`src/rtl/itoa_pkg.sv`:
```
// ----------------------------------------------------------------------------
// itoa_pkg
// Shared widths, character codes, controller states, command/status bundles
// and the digit-to-ASCII mapping for the integer to ASCII converter.
// ----------------------------------------------------------------------------
package itoa_pkg;

    localparam int WORD_W              = 32;
    localparam int STEP_W              = $clog2(WORD_W);
    localparam int RADIX_W             = 6;
    localparam int CHAR_W              = 7;
    localparam int DIGIT_STORE_DEPTH_D = 32;

    localparam logic [RADIX_W-1:0] DEFAULT_RADIX = 6'd10;
    localparam logic [RADIX_W-1:0] MAX_RADIX     = 6'd36;

    localparam logic [CHAR_W-1:0] CHAR_MINUS = 7'h2D;
    localparam logic [CHAR_W-1:0] CHAR_ZERO  = 7'h30;
    localparam logic [CHAR_W-1:0] CHAR_LOW_A = 7'h61;
    localparam logic [CHAR_W-1:0] CHAR_UP_A  = 7'h41;

    typedef enum logic [2:0] {
        ST_IDLE,
        ST_SIGN,
        ST_DIV,
        ST_STORE,
        ST_READ,
        ST_EMIT
    } state_t;

    // Commands from controller to datapath
    typedef struct packed {
        logic load;
        logic step;
        logic store;
        logic rd;
        logic emit_sign;
        logic emit_digit;
    } cmd_t;

    // Status from datapath to controller
    typedef struct packed {
        logic neg;
        logic step_done;
        logic quo_zero;
        logic last_digit;
        logic out_free;
    } status_t;

    // Map a digit value (below the radix) to its ASCII code
    function automatic logic [CHAR_W-1:0] digit_char(
        input logic [RADIX_W-1:0] d,
        input logic               upper
    );
        logic [CHAR_W-1:0] dw;
        logic [CHAR_W-1:0] base;
        dw   = {1'b0, d};
        base = upper ? CHAR_UP_A : CHAR_LOW_A;
        if (d < DEFAULT_RADIX)
        begin
            digit_char = CHAR_ZERO + dw;
        end
        else
        begin
            digit_char = base + (dw - {1'b0, DEFAULT_RADIX});
        end
    endfunction

endpackage

```
`src/rtl/itoa_ctrl.sv`:
```
// ----------------------------------------------------------------------------
// itoa_ctrl
// Sequencer for one conversion: sign, repeated division, digit readout.
// ----------------------------------------------------------------------------
module itoa_ctrl (
    input  logic              clk,
    input  logic              rst_n,
    input  logic              in_valid,
    output logic              in_stall,
    input  itoa_pkg::status_t sts,
    output itoa_pkg::cmd_t    cmd
);
    import itoa_pkg::*;

    state_t state_reg;
    state_t state_next;

    // Hold state
    always_ff @(posedge clk or negedge rst_n)
    begin
        if (!rst_n)
        begin
            state_reg <= ST_IDLE;
        end
        else
        begin
            state_reg <= state_next;
        end
    end

    // Advance state
    always_comb
    begin
        state_next = state_reg;
        unique case (state_reg)
            ST_IDLE:
            begin
                if (in_valid)
                begin
                    state_next = ST_SIGN;
                end
            end
            ST_SIGN:
            begin
                if (!sts.neg || sts.out_free)
                begin
                    state_next = ST_DIV;
                end
            end
            ST_DIV:
            begin
                if (sts.step_done)
                begin
                    state_next = ST_STORE;
                end
            end
            ST_STORE:
            begin
                state_next = sts.quo_zero ? ST_READ : ST_DIV;
            end
            ST_READ:
            begin
                state_next = ST_EMIT;
            end
            ST_EMIT:
            begin
                if (sts.out_free)
                begin
                    state_next = sts.last_digit ? ST_IDLE : ST_READ;
                end
            end
            default:
            begin
                state_next = ST_IDLE;
            end
        endcase
    end

    // Drive commands
    always_comb
    begin
        cmd      = '0;
        in_stall = 1'b1;
        unique case (state_reg)
            ST_IDLE:
            begin
                in_stall = 1'b0;
                cmd.load = in_valid;
            end
            ST_SIGN:
            begin
                cmd.emit_sign = sts.neg && sts.out_free;
            end
            ST_DIV:
            begin
                cmd.step = 1'b1;
            end
            ST_STORE:
            begin
                cmd.store = 1'b1;
            end
            ST_READ:
            begin
                cmd.rd = 1'b1;
            end
            ST_EMIT:
            begin
                cmd.emit_digit = sts.out_free;
            end
            default:
            begin
                cmd = '0;
            end
        endcase
    end

endmodule

```
`src/rtl/itoa_datapath.sv`:
```
// ----------------------------------------------------------------------------
// itoa_datapath
// Restoring divider by the radix, digit store and output register.
// ----------------------------------------------------------------------------
module itoa_datapath #(
    parameter int DIGIT_STORE_DEPTH = itoa_pkg::DIGIT_STORE_DEPTH_D
) (
    input  logic                          clk,
    input  logic                          rst_n,
    input  logic [itoa_pkg::WORD_W-1:0]   value,
    input  logic                          signed_mode,
    input  logic [itoa_pkg::RADIX_W-1:0]  radix,
    input  logic                          upper_case,
    input  itoa_pkg::cmd_t                cmd,
    output itoa_pkg::status_t             sts,
    output logic                          out_valid,
    input  logic                          out_stall,
    output logic [itoa_pkg::CHAR_W-1:0]   character,
    output logic                          last
);
    import itoa_pkg::*;

    localparam int ADDR_W = $clog2(DIGIT_STORE_DEPTH);

    logic [WORD_W-1:0]  num_reg;
    logic [RADIX_W-1:0] acc_reg;
    logic [RADIX_W-1:0] radix_reg;
    logic               upper_reg;
    logic               neg_reg;
    logic [STEP_W-1:0]  step_reg;
    logic [ADDR_W-1:0]  ptr_reg;
    logic [CHAR_W-1:0]  rd_data_reg;
    logic               out_valid_reg;
    logic [CHAR_W-1:0]  char_reg;
    logic               last_reg;

    logic [CHAR_W-1:0]  digit_mem [DIGIT_STORE_DEPTH];

    logic [RADIX_W-1:0] radix_norm;
    logic               neg_in;
    logic [RADIX_W:0]   shifted;
    logic [RADIX_W:0]   diff;
    logic               ge;
    logic [RADIX_W-1:0] acc_next;
    logic [ADDR_W-1:0]  rd_addr;
    logic               out_free;

    // Normalize radix and detect sign at intake
    always_comb
    begin
        radix_norm = radix;
        if (radix <= 6'd1)
        begin
            radix_norm = DEFAULT_RADIX;
        end
        else if (radix > MAX_RADIX)
        begin
            radix_norm = MAX_RADIX;
        end
    end

    assign neg_in = signed_mode && value[WORD_W-1];

    // One restoring division step
    assign shifted  = {acc_reg, num_reg[WORD_W-1]};
    assign ge       = shifted >= {1'b0, radix_reg};
    assign diff     = shifted - {1'b0, radix_reg};
    assign acc_next = ge ? diff[RADIX_W-1:0] : shifted[RADIX_W-1:0];

    // Hold operand, remainder and step count
    always_ff @(posedge clk or negedge rst_n)
    begin
        if (!rst_n)
        begin
            step_reg <= '0;
            ptr_reg  <= '0;
        end
        else if (cmd.load)
        begin
            step_reg <= '0;
            ptr_reg  <= '0;
        end
        else if (cmd.step)
        begin
            step_reg <= step_reg + STEP_W'(1);
        end
        else if (cmd.store)
        begin
            step_reg <= '0;
            ptr_reg  <= ptr_reg + ADDR_W'(1);
        end
        else if (cmd.emit_digit)
        begin
            ptr_reg <= ptr_reg - ADDR_W'(1);
        end
    end

    always_ff @(posedge clk)
    begin
        if (cmd.load)
        begin
            num_reg   <= neg_in ? (~value + WORD_W'(1)) : value;
            acc_reg   <= '0;
            radix_reg <= radix_norm;
            upper_reg <= upper_case;
            neg_reg   <= neg_in;
        end
        else if (cmd.step)
        begin
            num_reg <= {num_reg[WORD_W-2:0], ge};
            acc_reg <= acc_next;
        end
        else if (cmd.store)
        begin
            acc_reg <= '0;
        end
    end

    // Digit store: write remainders, read back most significant first
    assign rd_addr = ptr_reg - ADDR_W'(1);

    always_ff @(posedge clk)
    begin
        if (cmd.store)
        begin
            digit_mem[ptr_reg] <= digit_char(acc_reg, upper_reg);
        end
        if (cmd.rd)
        begin
            rd_data_reg <= digit_mem[rd_addr];
        end
    end

    // Output register
    assign out_free = !out_valid_reg || !out_stall;

    always_ff @(posedge clk or negedge rst_n)
    begin
        if (!rst_n)
        begin
            out_valid_reg <= 1'b0;
        end
        else if (cmd.emit_sign || cmd.emit_digit)
        begin
            out_valid_reg <= 1'b1;
        end
        else if (!out_stall)
        begin
            out_valid_reg <= 1'b0;
        end
    end

    always_ff @(posedge clk)
    begin
        if (cmd.emit_sign)
        begin
            char_reg <= CHAR_MINUS;
            last_reg <= 1'b0;
        end
        else if (cmd.emit_digit)
        begin
            char_reg <= rd_data_reg;
            last_reg <= (ptr_reg == ADDR_W'(1));
        end
    end

    // Report status
    always_comb
    begin
        sts.neg        = neg_reg;
        sts.step_done  = (step_reg == STEP_W'(WORD_W - 1));
        sts.quo_zero   = (num_reg == '0);
        sts.last_digit = (ptr_reg == ADDR_W'(1));
        sts.out_free   = out_free;
    end

    assign out_valid = out_valid_reg;
    assign character = char_reg;
    assign last      = last_reg;

endmodule

```
`src/rtl/integer_to_ascii_radix.sv`:
```
// ----------------------------------------------------------------------------
// integer_to_ascii_radix
// Sequence: an accepted word is loaded, then each digit takes 32 divide steps
// and a store, least significant first; a minus sign goes out before division.
// Digits are then read back and emitted one at a time, most significant first,
// each emit waiting while the output stalls. Speed is set by the bit-serial
// restoring divider. Input is taken only when idle, after the last digit.
// Reset: asynchronous, active low; clears controller state and output valid.
// ----------------------------------------------------------------------------
module integer_to_ascii_radix #(
    parameter int DIGIT_STORE_DEPTH = itoa_pkg::DIGIT_STORE_DEPTH_D
) (
    input  logic                          clk,
    input  logic                          rst_n,
    input  logic                          in_valid,
    output logic                          in_stall,
    input  logic [itoa_pkg::WORD_W-1:0]   value,
    input  logic                          signed_mode,
    input  logic [itoa_pkg::RADIX_W-1:0]  radix,
    input  logic                          upper_case,
    output logic                          out_valid,
    input  logic                          out_stall,
    output logic [itoa_pkg::CHAR_W-1:0]   character,
    output logic                          last
);
    import itoa_pkg::*;

    cmd_t    cmd;
    status_t sts;

    // Sequencer
    itoa_ctrl u_ctrl (
        .clk      (clk),
        .rst_n    (rst_n),
        .in_valid (in_valid),
        .in_stall (in_stall),
        .sts      (sts),
        .cmd      (cmd)
    );

    // Divider, digit store and output register
    itoa_datapath #(
        .DIGIT_STORE_DEPTH (DIGIT_STORE_DEPTH)
    ) u_datapath (
        .clk         (clk),
        .rst_n       (rst_n),
        .value       (value),
        .signed_mode (signed_mode),
        .radix       (radix),
        .upper_case  (upper_case),
        .cmd         (cmd),
        .sts         (sts),
        .out_valid   (out_valid),
        .out_stall   (out_stall),
        .character   (character),
        .last        (last)
    );

endmodule

```
`config.mk`:
```
export PLATFORM = sky130hd
export DESIGN_NAME = integer_to_ascii_radix
export DESIGN_NICKNAME = d
export VERILOG_FILES = /design/src/rtl/itoa_pkg.sv /design/src/rtl/itoa_ctrl.sv /design/src/rtl/itoa_datapath.sv /design/src/rtl/integer_to_ascii_radix.sv
export SDC_FILE = /design/constraint.sdc
export NUM_CORES = 1
export LEC_CHECK = 0
export ABC_CLOCK_PERIOD_IN_PS = 2900
export BUFFER_PORTS_ARGS = -buffer_cell sky130_fd_sc_hd__buf_2
export CORE_UTILIZATION = 56
export DETAILED_ROUTE_END_ITERATION = 10
export MAX_ROUTING_LAYER = met4
export PLACE_DENSITY = 0.85
export SETUP_SLACK_MARGIN = 0.3
export SLEW_MARGIN = 20
export SYNTH_ARGS = -nofsm -noshare
export SYNTH_HDL_FRONTEND = slang
export SYNTH_SLANG_ARGS = --single-unit
export TNS_END_PERCENT = 30
```
`constraint.sdc`:
```
create_clock -name clk -period 2.9 [get_ports clk]
set_clock_uncertainty 0.1 [all_clocks]
set_input_delay 0.87 -clock clk [delete_from_list [all_inputs] [get_ports clk]]
set_output_delay 0.87 -clock clk [all_outputs]
set_load 0.01 [all_outputs]
```
==> results of run 1 <==
==> layout by cell type, fill, tap and decap left out, types with 6 or more instances in the layout <==
cell type / n
nor2_1: 61
and2_1: 10
inv_1: 28
xnor2_1: 24
dfxtp_1: 13
nand2_1: 109
edfxtp_1: 271
a311oi_1: 7
clkbuf_16: 29
a41oi_1: 6
o31ai_1: 6
nor3_1: 17
dfrtp_1: 13
nor2b_1: 8
a31oi_1: 8
buf_2: 53
buf_4: 67
clkinv_1: 7
xor2_1: 15
o21ai_0: 49
nand3_1: 13
a32o_1: 7
mux4_2: 56
mux2i_1: 12
a21oi_1: 22
a211oi_1: 9
nor4_1: 11
clkinv_2: 6
ha_1: 22
==> final cells by class <==
class                      instances  area [um2]
tap                              319         399
timing repair buffer             123         820
clock inverter                    18         214
clock buffer                      34         754
sequential                       299        8770
multi-input combinational        546        4370
inverter                          29         109
fill                            1502        8030
==> power breakdown <==
part	leakage [nW]	internal [mW]	total [mW]	switching [mW]
sequential	2.78	6.31	6.60	0.295
clock	0.479	2.29	3.84	1.55
combinational	2.20	2.22	6.05	3.83
total	5.46	10.8	16.5	5.68
==> routing by layer <==
| metal | vias to the layer above | track usage [%] | share of wire (%) |
|---|---|---|---|
| li1 | 3740 | - | - |
| met1 | 4170 | 31.4 | 37 |
| met2 | 518 | 41.8 | 50 |
| met3 | 102 | 4.54 | 9.4 |
| met4 | 0 | 10.7 | 4.0 |
| met5 | - | - | 0 |
==> cell families (layout without fill, tap and decap cells) <==
kind of cell | after synthesis | after routing | share of synthesized area [%]
adders and majority gates | 25 | 25 | 2.45
DFF | 299 | 299 | 65.6
xor gates and xnor gates | 43 | 43 | 2.87
and+or+nand+nor | 262 | 262 | 9.06
AOI/OAI and AO/OA | 145 | 145 | 7.22
buffers and inverters | 74 | 204 | 2.22
muxes | 71 | 71 | 10.6
==> how the worst min path moves through the flow <==
stage	cells past startpoint	endpoint
2_1_floorplan	2	u_datapath.character[0]
3_3_place_gp	2	u_datapath.character[3]
3_5_place_dp	2	u_datapath.character[5]
4_1_cts	1	u_datapath.step_reg[3]
5_1_grt	1	u_datapath.step_reg[3]
6_report	1	u_ctrl.state_reg[2]
==> per-stage QoR <==
| step | instance area [um2] | worst slack, ps | cells | TNS [ps] |
|---|---|---|---|---|
| after floorplan | 13400 | -12.7 | 919 | -811 |
| after global placement | 14400 | -38.1 | 1312 | -88.1 |
| after detailed placement | 14400 | -51.9 | 1312 | -172 |
| after CTS | 15400 | 325 | 1368 | 0 |
| after global routing | 15400 | 274 | 1368 | 0 |
| final | 15400 | 308 | 1368 | 0 |
==> what timing repair did <==
item / 4_1_cts / 5_1_grt
resized for setup: 4 / 3
setup buffers: 4 / 0
endpoints found under the setup margin: 4 / 44
hold buffers: 0 / 0
==> out/results.ini, run 1 <==
[status]
outcome=finished clean

[placed_design]
portBuffers=53
gp_congestion=0.857
hpwl_um=18400

[synth]
synth_seq_cells=299
synth_top_cell_area_share_pct=60.9
yosys-top-cells-count=271 x edfxtp_1, 109 x nand2_1, 62 x nor2_1
ys_async_sr_fraction_pct=4.68
synth.distinct_cells=60
syn-cell-area_mm2=0.0134
ys_warn_count=0
syn-instance-count=919
synth_top_area_cell=edfxtp_1
synth_area_leaders=edfxtp_1 61%, mux4_2 9.4%, nand2_1 3.1%
synth_fp_nets=988
syn_area_per_cell_um2=14.5
ys_seq_area_share_pct=65.6
synth_edf_count=271
synth_most_common_cell=edfxtp_1
synth_ff_type=edfxtp_1

[clock_network]
cts.sinks=299
cts-buffers-inserted=28
cts_buffer_depth=3
h-tree-depth=1
clk_latency_ps=550
tritoncts=built
clkSlewWorstSetupHoldPaths_ps=70
root_buffer=clkbuf_16

[detailed_routing]
wl_per_cell_um=22.0
route.final.wire_length_um=30100
vias=8530
drcViolationCount=0
dr.pass1.iters=6
routed_via_density=6.24
drt.antenna.violating_nets=0
drt-initial-drc-count=951

[grt]
grt_pass1_vias=8231
grt_max_degree=66
overflow=0
grt_first_pass_wirelength_um=45500
grt_usage_pct=25.5
antenna_found_initial=0

[worst_setup_path]
r2r_end=u_datapath.rd_data_reg[4]
crit_type=reg -> reg
path_depth=7
crit_path_start=u_datapath.ptr_reg[0]
arrival_ps=2740
regToRegStartpoint=u_datapath.ptr_reg[0]
crit_buf_inv=2
rr_worst_depth=7
crit_path_max_fanout=42
endpoint_kind=flop
worstPathRequired_ps=3050
r2r_setup_slack_ps=310
crit_end=u_datapath.rd_data_reg[4]
cpMaxStageDelayCell=dfrtp_4
max_stage_delay_ps=430
cp_top_family=compound AO/OA/AOI/OAI gates
start_kind=flop
crit_chain=inv_1 -> ha_2 -> buf_12 -> mux4_2 -> and2_1 -> a211oi_1 -> a311oi_1

[final_layout]
diodes=0
largest_reg_flops=224
synthToLayoutAreaGrowth_pct=15.5
layout-drive-gt1-share_pct=23.5
nets=1096
final_util_pct=65.8

[sta]
min_period_ps=2590
whs_ps=119
worstMarginPinSlew_ps=710
rsz0062_at_grt=yes
timing.final.crit_share_pct=89.4
slew_headroom_pct=52.5
setup_viol=0
max_clock_freq_mhz=386
hold_viol_final=0
drv_slew=0

[floorplanning]
ios=54
die_width_um=156
initial_core_util_pct=56.9
die_h_um=156
num_rows=56
dieArea_mm2=0.0245
core_mm2=0.0235

[power_and_ir_drop]
max-vdd-ir-drop_uv=1100
p_leak_nw=5.46
total_power_mw=16.5
power.density_mw_per_mm2=1070

[hold_path]
hp-class=in -> async

[flow_run]
drv_cap=0

Note: power is estimated with default switching activity, not from simulation.
==> run 2, diff against run 1 <==
--- a/config.mk
+++ b/config.mk
@@ -7,10 +7,10 @@
 export LEC_CHECK = 0
 export ABC_CLOCK_PERIOD_IN_PS = 2900
 export BUFFER_PORTS_ARGS = -buffer_cell sky130_fd_sc_hd__buf_2
-export CORE_UTILIZATION = 56
+export CORE_UTILIZATION = 31
 export DETAILED_ROUTE_END_ITERATION = 10
 export MAX_ROUTING_LAYER = met4
-export PLACE_DENSITY = 0.85
+export PLACE_DENSITY = 0.56
 export SETUP_SLACK_MARGIN = 0.3
 export SLEW_MARGIN = 20
 export SYNTH_ARGS = -nofsm -noshare
==> out/results.ini, run 2 (synthesized netlist as in run 1, its figures left out) <==
[worst_setup_path]
cpMaxStageDelayCell=a211oi_1  ; was dfrtp_4
crit_buf_inv=2  ; unchanged
worstPathRequired_ps=3090  ; was 3050 ps
crit_type=reg -> reg  ; unchanged
regToRegStartpoint=u_datapath.ptr_reg[0]  ; unchanged
arrival_ps=2760  ; was 2740 ps
start_kind=flop  ; unchanged
endpoint_kind=flop  ; unchanged
crit_chain=inv_1 -> ha_2 -> buf_12 -> mux4_2 -> and2_1 -> a211oi_1 -> a311oi_1  ; unchanged
max_stage_delay_ps=460  ; was 430 ps
cp_top_family=compound AO/OA/AOI/OAI gates  ; unchanged
crit_path_start=u_datapath.ptr_reg[0]  ; unchanged
crit_path_max_fanout=28  ; was 42

[clock_network]
clkSlewWorstSetupHoldPaths_ps=60  ; was 70 ps
cts-buffers-inserted=31  ; was 28
cts_buffer_depth=3  ; unchanged
clk_latency_ps=560  ; was 550 ps
tritoncts=built  ; unchanged
root_buffer=clkbuf_16  ; unchanged
cts.sinks=299  ; unchanged
h-tree-depth=1  ; unchanged

[detailed_routing]
vias=7883  ; was 8,530
routed_via_density=4.91  ; was 6.24
drt-initial-drc-count=491  ; was 951
dr.pass1.iters=5  ; was 6
route.final.wire_length_um=28800  ; was 30,100 um
drcViolationCount=0  ; unchanged
wl_per_cell_um=17.9  ; was 22.0 um
drt.antenna.violating_nets=0  ; unchanged

[sta]
setup_slack_ps=329  ; was 308 ps
setup_tns_ps=0  ; unchanged
slew_headroom_pct=56.5  ; was 52.5%
min_period_ps=2570  ; was 2590 ps
drv_slew=0  ; unchanged
max_clock_freq_mhz=389  ; was 386 MHz
hold_viol_final=0  ; unchanged
setup_viol=0  ; unchanged
worstMarginPinSlew_ps=649  ; was 710 ps
rsz0062_at_grt=yes  ; unchanged
timing.final.crit_share_pct=88.7  ; was 89.4%
whs_ps=111  ; was 119 ps

[floorplanning]
initial_core_util_pct=31.7  ; was 56.9%
core_mm2=0.0422  ; was 0.0235 mm2
num_rows=75  ; was 56
ios=54  ; unchanged
dieArea_mm2=0.0440  ; was 0.0245 mm2
die_h_um=210  ; was 156 um
die_width_um=210  ; was 156 um

[placed_design]
dp_slack_ps=-48.6  ; was -51.9 ps
gp_congestion=0.853  ; was 0.857
portBuffers=53  ; unchanged
hpwl_um=19400  ; was 18,400 um
place_area_mm2=0.0148  ; was 0.0144 mm2

[final_layout]
largest_reg_flops=224  ; unchanged
layout-drive-gt1-share_pct=25.1  ; was 23.5%
fin_area_mm2=0.0159  ; was 0.0154 mm2
nets=1107  ; was 1,096
final_common_cell=edfxtp_1  ; unchanged
mostFrequentLayoutCells=271 x edfxtp_1, 108 x nand2_1, 74 x buf_4, 62 x nor2_1, 56 x mux4_2  ; was 271 x edfxtp_1, 109 x nand2_1, 67 x buf_4, 61 x nor2_1, 56 x mux4_2
synthToLayoutAreaGrowth_pct=19.2  ; was 15.5%

[power_and_ir_drop]
power.density_mw_per_mm2=1050  ; was 1070 mW/mm2
max-vdd-ir-drop_uv=588  ; was 1100 uV
p_leak_nw=5.55  ; was 5.46 nW

[grt]
overflow=0  ; unchanged
grt_max_degree=62  ; was 66
grt_first_pass_wirelength_um=44800  ; was 45,500 um
antenna_found_initial=1  ; was 0
grt_pass1_vias=7911  ; was 8,231
grt_usage_pct=13.5  ; was 25.5%

[status]
outcome=finished clean  ; unchanged

[hold_path]
hp-class=in -> async  ; unchanged

[flow_run]
drv_cap=0  ; unchanged

[run 2: layer usage]
metal	share of wire (%)	global-route usage (%)
met1	46	18.1
met2	46	21.0
met3	5.8	3.07
met4	2.0	2.87
met5	0	-
[run 2: through the flow]
step / util (%) / instances / total power, mW
final: 37.7 / 1604 / 16.8
after global routing: 37.7 / 1603 / 17.7
after CTS: 37.6 / 1601 / 16.9
after detailed placement: 35.0 / 1543 / 12.6
after global placement: 35.0 / 1543 / 12.5
after floorplan: - / 919 / 10.5
[run 2: repair_timing]
action	CTS	global route
buffers inserted	0	1
hold buffers	0	0
endpoints found under the setup margin	2	168
resized for setup	2	8
[run 2: path summary, 6_finish.rpt]
check	end	slack (ps)	cells past startpoint
min reg2reg	u_datapath.character[4]	370	2
min in group clk	u_datapath.character[4]	370	2
max reg2reg	u_datapath.rd_data_reg[0]	330	7
max	u_datapath.rd_data_reg[0]	330	7
min	u_datapath.step_reg[4]	110	1
max in group asynchronous	u_datapath.ptr_reg[0]	2300	1
[run 2: layout make-up]
| type | instances | area, um2 |
|---|---|---|
| antenna | 2 | 5.00 |
| clock buffer | 33 | 783 |
| clock inverter | 25 | 315 |
| fill | 4019 | 26300 |
| inverter | 29 | 109 |
| multi-input combinational | 546 | 4380 |
| sequential | 299 | 8770 |
| tap | 539 | 674 |
| timing repair buffer | 131 | 892 |
[run 2: worst reg2reg max path, delay by kind of cell (launching register included)]
kind	cells	cell delay [ps]
buffers and inverters	2	290
adders and majority gates	1	370
AOI/OAI and AO/OA	2	580
muxes	1	350
DFF	1	430
and+or+nand+nor	1	170
[run 2: report_power, final]
group          internal, mW  leakage (nW)  switching (mW)
clock                  2.58         0.534            1.65
sequential             6.31          2.78           0.296
combinational          2.26          2.24            3.66
total                  11.1          5.55            5.61
